## config.mk

```make
export PLATFORM = sky130hd
export DESIGN_NAME = stc_temp
export DESIGN_NICKNAME = d
export VERILOG_FILES = /design/src/hdl/stc_pkg.sv /design/src/hdl/stc_temp.sv
export SDC_FILE = /design/constraint.sdc
export NUM_CORES = 2
export LEC_CHECK = 0
export BUFFER_PORTS_ARGS = -buffer_cell sky130_fd_sc_hd__clkbuf_2
export CAP_MARGIN = 0
export CORE_MARGIN = 4
export CORE_UTILIZATION = 55
export DETAILED_ROUTE_END_ITERATION = 10
export GPL_TIMING_DRIVEN = 0
export PLACE_DENSITY = 0.8
export SLEW_MARGIN = 40
export SYNTH_ARGS = -nofsm -noshare
export SYNTH_HDL_FRONTEND = slang
export SYNTH_SLANG_ARGS = --single-unit
```

## constraint.sdc

```tcl
create_clock -name clk -period 7.9 [get_ports clk]
set_clock_uncertainty 0.1 [all_clocks]
set_input_delay 1.185 -clock clk [delete_from_list [all_inputs] [get_ports clk]]
set_output_delay 1.185 -clock clk [all_outputs]
set_load 0.01 [all_outputs]
```

## src/hdl/stc_pkg.sv

```systemverilog
// Shared types and register indexes for the sensor compensation pipeline.
`timescale 1ns / 1ps
`default_nettype none
package stc_pkg;

	// Calibration register indexes
	localparam logic [2:0] CFG_T1_T2 = 3'd0;
	localparam logic [2:0] CFG_T3_P1 = 3'd1;
	localparam logic [2:0] CFG_P2_P3 = 3'd2;
	localparam logic [2:0] CFG_P4_P5 = 3'd3;
	localparam logic [2:0] CFG_P6_P7 = 3'd4;
	localparam logic [2:0] CFG_P8_P9 = 3'd5;

	// Calibration words, split out of the six registers
	typedef struct packed {
		logic        [15:0] t1;
		logic signed [15:0] t2;
		logic signed [15:0] t3;
		logic        [15:0] p1;
		logic signed [15:0] p2;
		logic signed [15:0] p3;
		logic signed [15:0] p4;
		logic signed [15:0] p5;
		logic signed [15:0] p6;
		logic signed [15:0] p7;
		logic signed [15:0] p8;
		logic signed [15:0] p9;
	} cal_t;

	// Temperature section to pressure section
	typedef struct packed {
		logic        [15:0] tc;
		logic signed [25:0] pv;
		logic        [19:0] ap;
	} tmp_out_t;

	// Pressure front end to divider
	typedef struct packed {
		logic [63:0] mag;
		logic [30:0] dvs;
		logic        neg;
		logic        dz;
		logic [15:0] tc;
	} div_in_t;

	// Divider to pressure back end
	typedef struct packed {
		logic [63:0] quo;
		logic        neg;
		logic        dz;
		logic [15:0] tc;
	} div_out_t;

endpackage
`default_nettype wire

```

## src/hdl/stc_temp.sv

```systemverilog
// Temperature compensation stages: fine value, centidegree result, pressure offset.
`timescale 1ns / 1ps
`default_nettype none
module stc_temp
	import stc_pkg::*;
(
	input  wire logic        clk,
	input  wire logic        arst_n,
	input  wire logic        adv,
	input  wire logic        vld_i,
	input  wire logic [19:0] raw_temperature,
	input  wire logic [19:0] raw_pressure,
	input  wire cal_t        cal,
	output logic             vld_o,
	output tmp_out_t         dat_o
);

	localparam logic signed [25:0] TOff = 26'sd128000;

	logic                v_s1, v_s2, v_s3, v_s4, v_s5;
	logic signed [17:0]  a_s1;
	logic signed [16:0]  d_s1;
	logic signed [33:0]  ta_s2, dd_s2;
	logic signed [22:0]  v1t_s3;
	logic signed [37:0]  m_s3;
	logic signed [24:0]  tf_s4;
	logic        [15:0]  tc_s5;
	logic signed [25:0]  pv_s5;
	logic        [19:0]  ap_s1, ap_s2, ap_s3, ap_s4, ap_s5;

	logic signed [33:0]  tsh, xsh;
	logic signed [21:0]  xs;
	logic signed [37:0]  msh;
	logic signed [27:0]  tt;
	logic signed [19:0]  t8;
	logic        [15:0]  tc_n;

	always_comb begin
		tsh = ta_s2 >>> 11;
		xsh = dd_s2 >>> 12;
		xs  = xsh[21:0];
		msh = m_s3 >>> 14;
		tt  = $signed({{3{tf_s4[24]}}, tf_s4}) * 28'sd5 + 28'sd128;
		t8  = tt[27:8];
		if (t8 > 20'sd32767) begin
			tc_n = 16'h7FFF;
		end else if (t8 < -20'sd32768) begin
			tc_n = 16'h8000;
		end else begin
			tc_n = t8[15:0];
		end
	end

	always_ff @(posedge clk or negedge arst_n) begin
		if (!arst_n) begin
			v_s1 <= 1'b0;
			v_s2 <= 1'b0;
			v_s3 <= 1'b0;
			v_s4 <= 1'b0;
			v_s5 <= 1'b0;
		end else if (adv) begin
			v_s1 <= vld_i;
			v_s2 <= v_s1;
			v_s3 <= v_s2;
			v_s4 <= v_s3;
			v_s5 <= v_s4;
		end
	end

	always_ff @(posedge clk) begin
		if (adv) begin
			a_s1   <= $signed({1'b0, raw_temperature[19:3]}) - $signed({1'b0, cal.t1, 1'b0});
			d_s1   <= $signed({1'b0, raw_temperature[19:4]}) - $signed({1'b0, cal.t1});
			ap_s1  <= raw_pressure;
			ta_s2  <= a_s1 * $signed(cal.t2);
			dd_s2  <= d_s1 * d_s1;
			ap_s2  <= ap_s1;
			v1t_s3 <= tsh[22:0];
			m_s3   <= xs * $signed(cal.t3);
			ap_s3  <= ap_s2;
			tf_s4  <= $signed({{2{v1t_s3[22]}}, v1t_s3}) + $signed(msh[24:0]);
			ap_s4  <= ap_s3;
			tc_s5  <= tc_n;
			pv_s5  <= $signed({tf_s4[24], tf_s4}) - TOff;
			ap_s5  <= ap_s4;
		end
	end

	assign vld_o    = v_s5;
	assign dat_o.tc = tc_s5;
	assign dat_o.pv = pv_s5;
	assign dat_o.ap = ap_s5;

endmodule
`default_nettype wire

```

**Word level (Yosys, flattened, before mapping)**

Index checks and enable logic that the tools add are counted.

- Register bits: 336
- Word-level logic and storage cells: 31

- Add/sub/neg operators: 5
- Multiply operators: 4
- Magnitude comparators: 2
- Multiplexer cells: 1

Operators by type and width:

| operator | count |
|---|---|
| $mul 22x16->38 | 1 |
| $mul 17x17->34 | 1 |
| $mul 18x16->34 | 1 |
| $add 28x9->28 const B | 1 |
| $mul 25x4->28 const B | 1 |
| $sub 25x18->26 const B | 1 |
| $add 23x24->25 | 1 |
| $gt 20x16->1 const B | 1 |
| $lt 20x16->1 const B | 1 |
| $sub 17x17->18 | 1 |
| $sub 16x16->17 | 1 |
| $mux 16 | 1 |

**Logic depth before layout (Yosys ltp)**

- Depth after elaboration: 4
- Mapped depth: 27
- Mapped depth without buffers: 25

**Worst setup path after synthesis**

OpenSTA, ideal clock, no wires.

- Path kind: input-to-reg
- Start point: input cal[145] in the netlist's numbering
- End point: register m_s3[37], data pin
- Arrival time: 6933 ps
- Required time: 7540 ps
- Path slack: 607 ps
- Cell stages on the path: 24
- Path buffers: 1
- Cell sequence: clkbuf_1 > nand2_1 > fa_1 > inv_1 > fa_1 > inv_1 > fa_1 > inv_1 > fa_1 > inv_1 > fa_1 > inv_1 > fa_1 > ha_1 > a21oi_1 > o21ai_0 > a221o_1 > a221oi_4 > a211oi_2 > a21oi_2 > o31ai_1 > or3_1 > a31oi_2 > xnor2_1

- Cells in the longest elaborated chain, start to end: 1

Ends and longest elaborated chain:

| what | RTL line | RTL |
|---|---|---|
| start, declared | stc_temp.sv:13 | `input wire cal_t cal,` |
| $mul 22x16->38 | stc_temp.sv:79 | `m_s3 <= xs * $signed(cal.t3);` |
| end signal, assigned | stc_temp.sv:79 |  |
| end, declared | stc_temp.sv:25 | `logic signed [37:0] m_s3;` |

No other way between the ends.
A chain may end at the register's enable or synchronous reset.

**Worst setup path in the final report**

- Start point: input cal[159] in the netlist's numbering
- End point: register m_s3[37], data pin

Same word-level chain as after synthesis.

==> results.cfg <==
[status]
status = completed

[timing]
grt_setup_unrepaired = false
finalSetupTns_ns = 0
period_share_pct = 97.16
max_freq_mhz = 130.3
setup_slack_ns = 0.2245
hold_viol = 0
slew_violations = 0
tightest_slew_ns = 0.9405
final-setup-viol-count = 0
period_needed_ns = 7.675
slew_headroom_pct = 37.30

[setup_path]
path_class = in -> reg
reg2regPathDepth = 22
critPathSlowestCell = fa_1
critPathMaxFanout = 10
path_cells = clkbuf_2, clkinv_1, clkbuf_2, nor2_1, fa_1, fa_1, fa_1, fa_1, fa_1, inv_1, fa_1, inv_1, ha_1, a21oi_1, o21bai_1, a221o_1, a221oi_4, a211oi_4, a21oi_2, o31ai_2, or3_1, a31oi_2, xnor2_1
crit_buf_inv = 5
worstSetupPathDepth = 23
cp-end-kind = register
critical-path-max-stage-delay_ns = 0.55
arrival_ns = 7.88
critPathRequiredTime_ns = 8.11
cp_top_family = adder cells
startpoint_type = input pin
crit_top_cell = fa_1

[clock_network]
post-cts-setup-buffers = 0
clock-sinks = 282
htree_levels = 1
cts_inserted_buffers = 29
insertion_delay_ns = 0.59
cts_buffer_depth = 3
cts_tree = built
cts_hold_buf = 0
root_buffer = clkbuf_16
clk_pin_slew_ns = 0.07

[synth]
ys_seq_area_share_pct = 19.16
synthFlopType = edfxtp_1
ys_top_cells_by_count = inv_1 (1130), fa_1 (911), nand2_1 (489)
synth_warnings = 0
synth_edf_count = 277
ys_seq_elements = 282
synth.avg_cell_area_um2 = 10.29
synth.most_common_cell = inv_1
syn_inst = 4283
synth_area_leaders = fa_1 (41%), edfxtp_1 (19%), ha_1 (10%), inv_1 (9.6%), and2_1 (4.3%)
syn-num-nets = 5792
yosysTopAreaCell = fa_1
netlist.area_leader.share_pct = 41.39
ys_types = 69
syn_area_um2 = 44060
async_reset_ff_share_pct = 1.773

[layout]
nets = 5969
syn2layout_area_growth_pct = 7.315
drive_above_1_share_pct = 5.666

[floorplanning]
die-area_um2 = 84710
initial_core_util_pct = 55.60
num_io_pins = 299
rows = 103
die_w_um = 291.1
core_area_um2 = 79260
dieHeight_um = 291.1

[placement]
hpwl_mm = 88.03
portBuffers = 145
gp_routability_congestion = 0.9684
dpl_worst_slack_ns = -0.6505

[job]
max-cap-violations = 0

[global_routing]
grt_pass1_wl_mm = 171.0
grt_pass1_vias = 32550
grtUsageTotal_pct = 25.63
grt_max_degree = 73
antenna_found_initial = 9
overflow = 0

[drt]
routed_wl_mm = 105.3
drt_pre_antenna_iters = 5
drt_iter0_markers = 1960
num_vias = 29690
via_per_inst = 5.364
drt_drc_violations_left = 0
ant_nets = 0
wl_per_cell_um = 19.02

[worst_hold_path]
hp-class = in -> async
-- final cells by class --
type	count	area (um2)
Antenna cell	2	5.005
Buffer	129	521.8
Clock buffer	33	740.7
Clock inverter	21	276.5
Fill cell	6459	31970
Inverter	1131	4245
Multi-Input combinational cell	2738	30900
Sequential cell	282	8443
Tap cell	1050	1314
Timing Repair Buffer	149	844.6
-- what timing repair did --
| item | CTS | global route |
|---|---|---|
| endpoints found under the setup margin | 2 | 12 |
| resized for setup | 1 | 50 |
| pin swaps | 0 | 0 |
-- path summary, 6_finish.rpt --
check / from / slack, ns / to
setup / recovery: cal[159] / 0.22 / m_s3[37]$_DFFE_PP_
hold / removal: arst_n / 0.32 / v_s3$_DFFE_PN0P_
setup reg to reg: dd_s2[27]$_DFFE_PP_ / 0.32 / m_s3[37]$_DFFE_PP_
hold reg to reg: ta_s2[12]$_DFFE_PP_ / 0.32 / v1t_s3[1]$_DFFE_PP_
max in group asynchronous: arst_n / 7.23 / vld_o$_DFFE_PN0P_
min in group clk: ta_s2[12]$_DFFE_PP_ / 0.32 / v1t_s3[1]$_DFFE_PP_
-- logic make-up after synthesis --
| family | Yosys count | share of synthesized area, % |
|---|---|---|
| compound gates | 256 | 3.941 |
| flops | 282 | 19.16 |
| fa+ha+maj | 1273 | 51.67 |
| xor+xnor | 147 | 2.922 |
| buf+inv | 1263 | 10.77 |
| mux | 6 | 0.1505 |
| simple gates | 1056 | 11.39 |
-- per-layer routing --
metal	GRT usage, %	routed length, um	vias to the layer above
met4	8.773	4319	10
met1	33.24	40680	15030
met5	0	55	-
met3	5.417	9648	264
met2	43.15	50600	1256
li1	-	-	13130
-- stage by stage --
stage / hold WS (ns) / instance area (um2) / std cells / utilization [%]
5_1_grt: 0.2934 / 47280 / 5533 / 59.66
3_3_place_gp: 0.3014 / 46100 / 5478 / 58.17
4_1_cts: 0.2879 / 47240 / 5533 / 59.60
3_5_place_dp: 0.3045 / 46230 / 5482 / 58.33
2_1_floorplan: 0.3003 / 44060 / 4283 / -
6_report: 0.3189 / 47290 / 5535 / 59.66
-- cells in the final DEF (no fill, tap or decap), types with 7 or more instances in the layout --
cell type     n
or2_2         7
xnor2_1     113
a21o_1       48
nor2_1      130
and2_1      300
xor2_1       34
a21oi_1      61
a211oi_1     15
nor3_1       33
nand4_1      10
ha_1        362
fa_1        910
edfxtp_1    277
inv_1      1130
clkbuf_2    170
nand2b_1     26
nand3_1      15
and3_1        9
clkbuf_16    29
nand2_1     489
o21a_1       17
o21ai_0      44
nor2b_1      21
clkbuf_1    104
-- sequential cells by signal (all words and copies together), names as in the netlist --
name    cells
v1t_s3     23
ta_s2      23
ap_s5      20
a_s1       18
tc_s5      16
v_s2        1
ap_s4      20
ap_s2      20
pv_s5      26
ap_s3      20
v_s1        1
vld_o       1
tf_s4      25
v_s3        1
m_s3       24
dd_s2      22
v_s4        1
ap_s1      20
Power is not shown: default switching activity piles up to over one toggle a cycle in this logic, so the estimate is an artifact.
